[config.mk]
export PLATFORM = sky130hd
export DESIGN_NAME = aspect_ratio_to_sar_reducer
export DESIGN_NICKNAME = d
export VERILOG_FILES = /design/src/hw/rtl/arsr_pkg.sv /design/src/hw/rtl/aspect_ratio_to_sar_reducer.sv /design/src/hw/rtl/arsr_div.sv /design/src/hw/rtl/arsr_dp.sv /design/src/hw/rtl/arsr_ctrl.sv
export SDC_FILE = /design/constraint.sdc
export NUM_CORES = 2
export LEC_CHECK = 0
export BUFFER_PORTS_ARGS = -buffer_cell sky130_fd_sc_hd__buf_2
export CORE_ASPECT_RATIO = 0.8
export CORE_MARGIN = 3
export CORE_UTILIZATION = 40
export CTS_CLUSTER_SIZE = 14
export DETAILED_ROUTE_END_ITERATION = 10
export PLACE_DENSITY_LB_ADDON = 0.15
export SYNTH_ARGS = -nofsm -noshare
export SYNTH_HDL_FRONTEND = slang
export SYNTH_SLANG_ARGS = --single-unit
[constraint.sdc]
create_clock -name clk -period 18.5 [get_ports clk]
set_input_delay 2.775 -clock clk [delete_from_list [all_inputs] [get_ports clk]]
set_output_delay 2.775 -clock clk [all_outputs]
set_load 0.005 [all_outputs]
[src/hw/rtl/arsr_pkg.sv]
// arsr_pkg: shared types and constants of the aspect ratio to SAR reducer.
// Holds field widths, the case codes and the control/status structs that
// join the controller and the datapath. No dependencies.
`default_nettype none

package arsr_pkg;

    // Field widths
    localparam int AspW   = 17;
    localparam int FrameW = 14;
    localparam int SarW   = 30;
    localparam int ShiftW = 5;

    // Slack of the near-square test is 16 * dar_h, a left shift by four
    localparam int SlackShift = 4;
    localparam int SlackW     = AspW + SlackShift;

    // Case codes on case_code
    typedef enum logic [1:0] {
        CODE_INVALID = 2'd0,
        CODE_DISPLAY = 2'd1,
        CODE_SQUARE  = 2'd2,
        CODE_SAMPLE  = 2'd3
    } case_code_t;

    // Commands from the controller to the datapath
    typedef struct packed {
        logic load;       // capture the input beat
        logic mul;        // form the two operands (products or plain terms)
        logic test;       // classify, preset result, seed the gcd unit
        logic gcd_step;   // one binary gcd step, or capture g when finished
        logic div_start;  // launch the serial divider
        logic div_sel_y;  // divide y instead of x
        logic store_w;    // capture quotient as result width
        logic store_h;    // capture quotient as result height
        logic publish;    // move the result into the output register
    } arsr_cmd_t;

    // Status from the datapath to the controller
    typedef struct packed {
        logic invalid;    // opposite signs or a zero term
        logic near_sq;    // display ratio within the near-square slack
        logic gcd_done;   // one gcd operand has reached zero
        logic div_done;   // divider quotient ready this cycle
    } arsr_stat_t;

endpackage

`default_nettype wire

[src/hw/rtl/aspect_ratio_to_sar_reducer.sv]
// aspect_ratio_to_sar_reducer: top level, joins controller and datapath.
// Depends on arsr_pkg, arsr_ctrl, arsr_dp (which holds arsr_div).
//
//   Channel  Handshake             Payload
//   in       in_valid / in_ready   aspect_w_in, aspect_h_in, frame_width,
//                                  frame_height
//   out      out_valid / out_ready sar_w_out, sar_h_out, case_code
//
// One item at a time. Invalid and near-square items go from accept through the
// multiply and test states to publish; reduced items also run the binary gcd
// unit, which latches g once an operand reaches zero, and then the serial
// divider twice, once per quotient, before the result is published.
// Reset (rst_n low) clears the sequencer, the divider and the output valid.
// A new beat is accepted while a finished result waits at the output; the
// next result is held until that beat is taken.
`default_nettype none

module aspect_ratio_to_sar_reducer
    import arsr_pkg::*;
(
    input  wire logic              clk,
    input  wire logic              rst_n,
    input  wire logic              in_valid,
    output logic                   in_ready,
    input  wire logic [AspW-1:0]   aspect_w_in,
    input  wire logic [AspW-1:0]   aspect_h_in,
    input  wire logic [FrameW-1:0] frame_width,
    input  wire logic [FrameW-1:0] frame_height,
    output logic                   out_valid,
    input  wire logic              out_ready,
    output logic [SarW-1:0]        sar_w_out,
    output logic [SarW-1:0]        sar_h_out,
    output logic [1:0]             case_code
);

    arsr_cmd_t  cmd;
    arsr_stat_t stat;

    // Sequencer and handshakes
    arsr_ctrl u_ctrl (
        .clk       (clk),
        .rst_n     (rst_n),
        .in_valid  (in_valid),
        .in_ready  (in_ready),
        .out_valid (out_valid),
        .out_ready (out_ready),
        .stat      (stat),
        .cmd       (cmd)
    );

    // Arithmetic and result registers
    arsr_dp u_dp (
        .clk          (clk),
        .rst_n        (rst_n),
        .cmd          (cmd),
        .stat         (stat),
        .aspect_w_in  (aspect_w_in),
        .aspect_h_in  (aspect_h_in),
        .frame_width  (frame_width),
        .frame_height (frame_height),
        .sar_w_out    (sar_w_out),
        .sar_h_out    (sar_h_out),
        .case_code    (case_code)
    );

endmodule

`default_nettype wire

[src/hw/rtl/arsr_div.sv]
// arsr_div: restoring serial divider, one quotient bit per cycle.
// Used twice per reduced item to divide x and y by their gcd. Depends on arsr_pkg.
`default_nettype none

module arsr_div
    import arsr_pkg::*;
(
    input  wire logic            clk,
    input  wire logic            rst_n,
    input  wire logic            start,
    input  wire logic [SarW-1:0] dividend,
    input  wire logic [SarW-1:0] divisor,
    output logic                 done,
    output logic [SarW-1:0]      quotient
);

    localparam int CntW = $clog2(SarW);
    localparam logic [CntW-1:0] LastStep = CntW'(SarW - 1);

    logic            busy_reg, busy_next;
    logic            done_reg, done_next;
    logic [CntW-1:0] cnt_reg, cnt_next;
    logic [SarW-1:0] rem_reg, rem_next;
    logic [SarW-1:0] quo_reg, quo_next;
    logic [SarW-1:0] dvs_reg, dvs_next;

    logic [SarW:0]   shifted;
    logic [SarW:0]   trial;

    // Shift in the next dividend bit and try to subtract the divisor
    assign shifted = {rem_reg, quo_reg[SarW-1]};
    assign trial   = shifted - {1'b0, dvs_reg};

    always_comb
    begin
        busy_next = busy_reg;
        done_next = 1'b0;
        cnt_next  = cnt_reg;
        rem_next  = rem_reg;
        quo_next  = quo_reg;
        dvs_next  = dvs_reg;
        if (start)
        begin
            busy_next = 1'b1;
            cnt_next  = '0;
            rem_next  = '0;
            quo_next  = dividend;
            dvs_next  = divisor;
        end
        else if (busy_reg)
        begin
            // Keep the difference when it did not borrow
            if (!trial[SarW])
            begin
                rem_next = trial[SarW-1:0];
                quo_next = {quo_reg[SarW-2:0], 1'b1};
            end
            else
            begin
                rem_next = shifted[SarW-1:0];
                quo_next = {quo_reg[SarW-2:0], 1'b0};
            end
            cnt_next = cnt_reg + CntW'(1);
            if (cnt_reg == LastStep)
            begin
                busy_next = 1'b0;
                done_next = 1'b1;
            end
        end
    end

    // Control state
    always_ff @(posedge clk or negedge rst_n)
    begin
        if (!rst_n)
        begin
            busy_reg <= 1'b0;
            done_reg <= 1'b0;
            cnt_reg  <= '0;
        end
        else
        begin
            busy_reg <= busy_next;
            done_reg <= done_next;
            cnt_reg  <= cnt_next;
        end
    end

    // Operands and partial results
    always_ff @(posedge clk)
    begin
        rem_reg <= rem_next;
        quo_reg <= quo_next;
        dvs_reg <= dvs_next;
    end

    assign done     = done_reg;
    assign quotient = quo_reg;

    // Never relaunch while a division is in flight
    a_no_restart: assert property (@(posedge clk) disable iff (!rst_n)
        start |-> !busy_reg)
        else $error("divider started while busy");

    // Completion follows a busy cycle
    a_done_after_busy: assert property (@(posedge clk) disable iff (!rst_n)
        done_reg |-> $past(busy_reg))
        else $error("divider done without a running division");

endmodule

`default_nettype wire

[src/hw/rtl/arsr_dp.sv]
// arsr_dp: datapath of the reducer: input capture, products, near-square
// test, binary gcd unit, serial divider and result registers.
// Depends on arsr_pkg and arsr_div.
`default_nettype none

module arsr_dp
    import arsr_pkg::*;
(
    input  wire logic              clk,
    input  wire logic              rst_n,
    input  wire arsr_cmd_t         cmd,
    output arsr_stat_t             stat,
    input  wire logic [AspW-1:0]   aspect_w_in,
    input  wire logic [AspW-1:0]   aspect_h_in,
    input  wire logic [FrameW-1:0] frame_width,
    input  wire logic [FrameW-1:0] frame_height,
    output logic [SarW-1:0]        sar_w_out,
    output logic [SarW-1:0]        sar_h_out,
    output logic [1:0]             case_code
);

    localparam int ProdW = AspW + FrameW;

    // Captured beat
    logic [AspW-1:0]   aw_reg, ah_reg;
    logic [FrameW-1:0] fw_reg, fh_reg;

    // Operands, gcd state, result and output registers
    logic [SarW-1:0]   x_reg, y_reg;
    logic [SarW-1:0]   a_reg, a_next;
    logic [SarW-1:0]   b_reg, b_next;
    logic [ShiftW-1:0] k_reg, k_next;
    logic [SarW-1:0]   g_reg;
    logic [SarW-1:0]   res_w_reg, res_h_reg;
    case_code_t        code_reg;
    logic [SarW-1:0]   sar_w_reg, sar_h_reg;
    case_code_t        sar_code_reg;

    logic            display;
    logic [AspW-1:0] dw, dh;
    logic [ProdW-1:0] prod_x, prod_y;
    logic [SarW-1:0] xy_diff;
    logic [SlackW-1:0] slack;
    logic            near_sq;
    logic [SarW:0]   a_sub_b;
    logic [SarW-1:0] gcd_nz;
    logic [SarW-1:0] gcd_val;
    logic            gcd_done;
    logic            div_done;
    logic [SarW-1:0] div_q;
    logic [SarW-1:0] div_dividend;
    logic [SarW:0]   ab_sum;

    // Classify the sign pair
    assign display = aw_reg[AspW-1];
    assign stat.invalid = (aw_reg == '0) || (ah_reg == '0)
                          || (aw_reg[AspW-1] != ah_reg[AspW-1]);

    // Display terms as magnitudes; the most negative code maps to 2^16
    assign dw = ~aw_reg + AspW'(1);
    assign dh = ~ah_reg + AspW'(1);

    // Cross products of display ratio and frame size
    assign prod_x = ProdW'(dw) * ProdW'(fh_reg);
    assign prod_y = ProdW'(dh) * ProdW'(fw_reg);

    // Near-square test: |y - x| against 16 * dar_h
    assign xy_diff = (y_reg >= x_reg) ? (y_reg - x_reg) : (x_reg - y_reg);
    assign slack   = {dh, {SlackShift{1'b0}}};
    assign near_sq = display && (xy_diff <= SarW'(slack));
    assign stat.near_sq = near_sq;

    // Binary gcd: one operand at zero ends the search
    assign gcd_done = (a_reg == '0) || (b_reg == '0);
    assign stat.gcd_done = gcd_done;
    assign a_sub_b  = {1'b0, a_reg} - {1'b0, b_reg};
    assign gcd_nz   = (a_reg | b_reg) << k_reg;
    assign gcd_val  = (gcd_nz == '0) ? SarW'(1) : gcd_nz;
    assign ab_sum   = {1'b0, a_reg} + {1'b0, b_reg};

    always_comb
    begin
        a_next = a_reg;
        b_next = b_reg;
        k_next = k_reg;
        priority if (!a_reg[0] && !b_reg[0])
        begin
            a_next = a_reg >> 1;
            b_next = b_reg >> 1;
            k_next = k_reg + ShiftW'(1);
        end
        else if (!a_reg[0])
        begin
            a_next = a_reg >> 1;
        end
        else if (!b_reg[0])
        begin
            b_next = b_reg >> 1;
        end
        else if (!a_sub_b[SarW])
        begin
            a_next = a_sub_b[SarW:1];
        end
        else
        begin
            b_next = SarW'((b_reg - a_reg) >> 1);
        end
    end

    // Shared serial divider
    assign div_dividend = cmd.div_sel_y ? y_reg : x_reg;

    arsr_div u_div (
        .clk      (clk),
        .rst_n    (rst_n),
        .start    (cmd.div_start),
        .dividend (div_dividend),
        .divisor  (g_reg),
        .done     (div_done),
        .quotient (div_q)
    );

    assign stat.div_done = div_done;

    // Payload registers, advanced by controller commands
    always_ff @(posedge clk)
    begin
        if (cmd.load)
        begin
            aw_reg <= aspect_w_in;
            ah_reg <= aspect_h_in;
            fw_reg <= frame_width;
            fh_reg <= frame_height;
        end
        if (cmd.mul)
        begin
            if (display)
            begin
                x_reg <= prod_x[SarW-1:0];
                y_reg <= prod_y[SarW-1:0];
            end
            else
            begin
                x_reg <= SarW'(aw_reg);
                y_reg <= SarW'(ah_reg);
            end
        end
        if (cmd.test)
        begin
            a_reg <= x_reg;
            b_reg <= y_reg;
            k_reg <= '0;
            priority if (stat.invalid)
            begin
                code_reg  <= CODE_INVALID;
                res_w_reg <= '0;
                res_h_reg <= '0;
            end
            else if (near_sq)
            begin
                code_reg  <= CODE_SQUARE;
                res_w_reg <= SarW'(1);
                res_h_reg <= SarW'(1);
            end
            else if (display)
            begin
                code_reg <= CODE_DISPLAY;
            end
            else
            begin
                code_reg <= CODE_SAMPLE;
            end
        end
        if (cmd.gcd_step)
        begin
            if (gcd_done)
            begin
                g_reg <= gcd_val;
            end
            else
            begin
                a_reg <= a_next;
                b_reg <= b_next;
                k_reg <= k_next;
            end
        end
        if (cmd.store_w)
        begin
            res_w_reg <= div_q;
        end
        if (cmd.store_h)
        begin
            res_h_reg <= div_q;
        end
        if (cmd.publish)
        begin
            sar_w_reg    <= res_w_reg;
            sar_h_reg    <= res_h_reg;
            sar_code_reg <= code_reg;
        end
    end

    assign sar_w_out = sar_w_reg;
    assign sar_h_out = sar_h_reg;
    assign case_code = sar_code_reg;

    // Every gcd step strictly shrinks a + b
    a_gcd_progress: assert property (@(posedge clk) disable iff (!rst_n)
        (cmd.gcd_step && !gcd_done) |=> (ab_sum < $past(ab_sum)))
        else $error("gcd step did not make progress");

endmodule

`default_nettype wire

[src/hw/rtl/arsr_ctrl.sv]
// arsr_ctrl: sequencer of the reducer and owner of the handshakes.
// Steps the datapath through capture, operands, test and, for reduced items, gcd and two divisions.
// Depends on arsr_pkg.
`default_nettype none

module arsr_ctrl
    import arsr_pkg::*;
(
    input  wire logic       clk,
    input  wire logic       rst_n,
    input  wire logic       in_valid,
    output logic            in_ready,
    output logic            out_valid,
    input  wire logic       out_ready,
    input  wire arsr_stat_t stat,
    output arsr_cmd_t       cmd
);

    typedef enum logic [8:0] {
        S_IDLE    = 9'b000000001,
        S_MUL     = 9'b000000010,
        S_TEST    = 9'b000000100,
        S_GCD     = 9'b000001000,
        S_DIVX_GO = 9'b000010000,
        S_DIVX    = 9'b000100000,
        S_DIVY_GO = 9'b001000000,
        S_DIVY    = 9'b010000000,
        S_DONE    = 9'b100000000
    } state_t;

    state_t state_reg, state_next;
    logic   out_valid_reg, out_valid_next;
    logic   out_free;

    // Output register can take a result this cycle
    assign out_free = !out_valid_reg || out_ready;
    assign in_ready = (state_reg == S_IDLE);

    always_comb
    begin
        state_next = state_reg;
        cmd        = '0;
        unique case (state_reg)
            S_IDLE:
            begin
                if (in_valid)
                begin
                    cmd.load   = 1'b1;
                    state_next = S_MUL;
                end
            end
            S_MUL:
            begin
                cmd.mul    = 1'b1;
                state_next = S_TEST;
            end
            S_TEST:
            begin
                cmd.test = 1'b1;
                if (stat.invalid || stat.near_sq)
                begin
                    state_next = S_DONE;
                end
                else
                begin
                    state_next = S_GCD;
                end
            end
            S_GCD:
            begin
                cmd.gcd_step = 1'b1;
                if (stat.gcd_done)
                begin
                    state_next = S_DIVX_GO;
                end
            end
            S_DIVX_GO:
            begin
                cmd.div_start = 1'b1;
                state_next    = S_DIVX;
            end
            S_DIVX:
            begin
                if (stat.div_done)
                begin
                    cmd.store_w = 1'b1;
                    state_next  = S_DIVY_GO;
                end
            end
            S_DIVY_GO:
            begin
                cmd.div_start = 1'b1;
                cmd.div_sel_y = 1'b1;
                state_next    = S_DIVY;
            end
            S_DIVY:
            begin
                if (stat.div_done)
                begin
                    cmd.store_h = 1'b1;
                    state_next  = S_DONE;
                end
            end
            S_DONE:
            begin
                // Hold the result until the output register frees up
                if (out_free)
                begin
                    cmd.publish = 1'b1;
                    state_next  = S_IDLE;
                end
            end
            default:
            begin
                state_next = S_IDLE;
            end
        endcase
    end

    // Output beat valid: set on publish, drop once taken
    always_comb
    begin
        priority if (cmd.publish)
        begin
            out_valid_next = 1'b1;
        end
        else if (out_ready)
        begin
            out_valid_next = 1'b0;
        end
        else
        begin
            out_valid_next = out_valid_reg;
        end
    end

    always_ff @(posedge clk or negedge rst_n)
    begin
        if (!rst_n)
        begin
            state_reg     <= S_IDLE;
            out_valid_reg <= 1'b0;
        end
        else
        begin
            state_reg     <= state_next;
            out_valid_reg <= out_valid_next;
        end
    end

    assign out_valid = out_valid_reg;

    // A publish never overwrites a beat still waiting at the output
    a_publish_free: assert property (@(posedge clk) disable iff (!rst_n)
        cmd.publish |-> (!out_valid_reg || out_ready))
        else $error("result published over a pending output beat");

    // Divider completions arrive only while a division is awaited
    a_div_expected: assert property (@(posedge clk) disable iff (!rst_n)
        stat.div_done |-> (state_reg == S_DIVX || state_reg == S_DIVY))
        else $error("divider done outside a division wait");

endmodule

`default_nettype wire
==> results_dict.tcl <==
set metrics [dict create \
    clockRootBuffer "clkbuf_16" \
    ff2ff_setup_slack_ns 9.92 \
    synthTopCellsByArea "edfxtp_1 (28%), fa_1 (17%), ha_1 (11%)" \
    clkTransAtPathRegs_ns 0.06 \
    critical_path_depth 29 \
    gp_congestion 0.952 \
    final_common_cell "inv_1" \
    rows 106 \
    cts_hold_buffers 0 \
    post_cts_buffers 0 \
    wire_per_inst_um 21.1 \
    min_period_ns 8.58 \
    nFillCells 10400 \
    utilization_pct 44.3 \
    cp_slowest_cell "edfxtp_1" \
    layout.cells.non_filler 5893 \
    status "completed" \
    core-area_mm2 0.106 \
    crit_path_max_fanout 19 \
    syn_area_per_cell_um2 9.74 \
    die-area_mm2 0.112 \
    synth.top_cell.area_share_pct 27.9 \
    final-hold-violation-count 0 \
    final-seq-area_mm2 0.0131 \
    crit_family "adder cells" \
    dp_hpwl_um 96100 \
    placed_cells 5795 \
    r2r_end "u_dp.y_reg[26]" \
    grt_first_pass_wirelength_um 193000 \
    dr_wl_met2_um 51000 \
    antenna-diode-count 0 \
    m1WireLength_um 59500 \
    multi_input_area_mm2 0.0268 \
    clk_latency_ns 0.68 \
    synth_nets 5222 \
    netlist_area_mm2 0.0430 \
    finalCritPeriodShare_pct 46.4 \
    crit_arrival_ns 8.94 \
    setup_violations 0 \
    io_buffers 129 \
    routed_wl_um 124000 \
    syn_to_final_growth_pct 8.75 \
    htreeDepth 2 \
    hp-start "u_dp.g_reg[20]" \
    timing.rr.start "u_dp.ah_reg[0]" \
    synth_edf_count 400 \
    critPathLaunch "u_dp.ah_reg[0]" \
    nNetsFinal 5249 \
    grt_max_degree 91 \
    finClkSkew_ns 0.0499 \
    maxCapViolCount 0 \
    synth_cell_types 89 \
    antenna_found_initial 2 \
    top_layer_used "met4" \
    r2r_cells 29 \
    drt-vias-per-instance 5.43 \
    rsz0062_at_grt "no" \
    clock_sinks 448 \
    final_cell_mix "inv_1 (614), nand2_1 (413), edfxtp_1 (400)" \
    dr.first_iter.drc_count 2792 \
    met3_length_um 10600 \
    ctsResizeCount 0 \
    cp_data_required_time_ns 18.86 \
    grt-ovfl-total 0 \
    async_flop_share_pct 3.79 \
    syn_inst 4420 \
    die_w_um 373 \
    critPathLaunchType "register" \
    setup_tns_ns 0 \
    ys_warn_count 0 \
    start_util_pct 40.8 \
    end_kind "register" \
    cts_made_buffers 54 \
    cp_num_buf_inv 7 \
    vias 32000 \
    drcViolationCount 0 \
    gr-usage-all-layers_pct 22.1 \
    worst_pin_slew_ns 1.22 \
    synth_top_area_cell "edfxtp_1" \
    grt_pass1_vias 31600 \
    die_y_um 299 \
    yosysSeqAreaShare_pct 30.3 \
    ys_ff_latch 448 \
    ant_nets 0 \
    hold_path_class "register to register" \
    crit_end "u_dp.y_reg[26]" \
    max_slew_margin_pct 18.1 \
    slew_violations 0 \
    slowest_delay_ns 0.74 \
    io_pins 130 \
    ys.flop_type "edfxtp_1" \
    crit_type "register to register" \
    drive_above_1_share_pct 7.89 \
    cts_tree "done" \
    fin_area_mm2 0.0468 \
    dpl-instance-area_mm2 0.0450 \
    cts_buffer_depth 3 \
    clock.fmax_ghz 0.117 \
    first_pass_iters 6 \
]
-- kinds of logic (layout without fill, tap and decap cells) --
family / Yosys count / after routing / synth area share, %
simple gates: 1237 / 1237 / 14.3
flops: 448 / 448 / 30.3
fa+ha+maj: 736 / 736 / 27.6
xor+xnor: 192 / 192 / 3.91
buf+inv: 828 / 897 / 7.39
mux: 139 / 139 / 4.16
compound gates: 840 / 840 / 12.4
-- layout make-up --
| type | count | share of cell area, % |
|---|---|---|
| sequential | 448 | 27.9 |
| tap | 1404 | 3.75 |
| timing repair buffer | 180 | 2.20 |
| clock buffer | 65 | 3.02 |
| multi-input combinational | 3144 | 57.3 |
| inverter | 619 | 4.96 |
| clock inverter | 33 | 0.815 |
-- metal layers --
metal  vias to the layer above  track usage, %
met2                       974            31.6
met5                         -               0
met1                     15800            33.2
li1                      15100               -
met4                         0            5.44
met3                       151            5.72
-- metrics by stage --
step | worst slack, ns | hold slack, ns
finish | 9.92 | 0.414
floorplan | 10.99 | 0.400
CTS | 9.96 | 0.416
global placement | 10.17 | 0.403
detailed placement | 10.05 | 0.405
global route | 9.32 | 0.422
-- cells in the mapped netlist, types with 33 or more instances --
cell      instances
a31oi_1          38
ha_1            381
o21bai_1         33
clkbuf_1        166
nor3_1           52
a21o_1           57
xnor2_1         135
edfxtp_1        400
inv_1           615
fa_1            355
a21oi_1         256
nor4_1           40
o21ai_0         199
mux2i_1          85
xor2_1           57
nand2_1         415
and2_1          301
nor2_1          221
-- worst reg2reg max path: cells and delay by family, from the launching register on --
kind / cells / cell delay, ns
flops: 1 / 0.74
simple gates: 2 / 0.51
compound gates: 10 / 2.50
buf+inv: 7 / 0.67
xor+xnor: 1 / 0.12
mux: 1 / 0.23
fa+ha+maj: 8 / 3.52
-- worst min-delay path by stage --
stage | to | slack (ns) | cells after the start
6_report | u_dp.u_div.dvs_reg[20] | 0.41 | 0
5_1_grt | u_dp.u_div.dvs_reg[20] | 0.42 | 0
4_1_cts | u_dp.sar_h_out[3] | 0.42 | 0
3_5_place_dp | u_dp.sar_h_out[13] | 0.40 | 0
3_3_place_gp | u_dp.sar_h_out[26] | 0.40 | 0
2_1_floorplan | u_dp.case_code[0] | 0.40 | 0
Power is left out: the tool's default activity adds up to more than one toggle a clock period on the data nets, which glitch-free logic cannot reach.
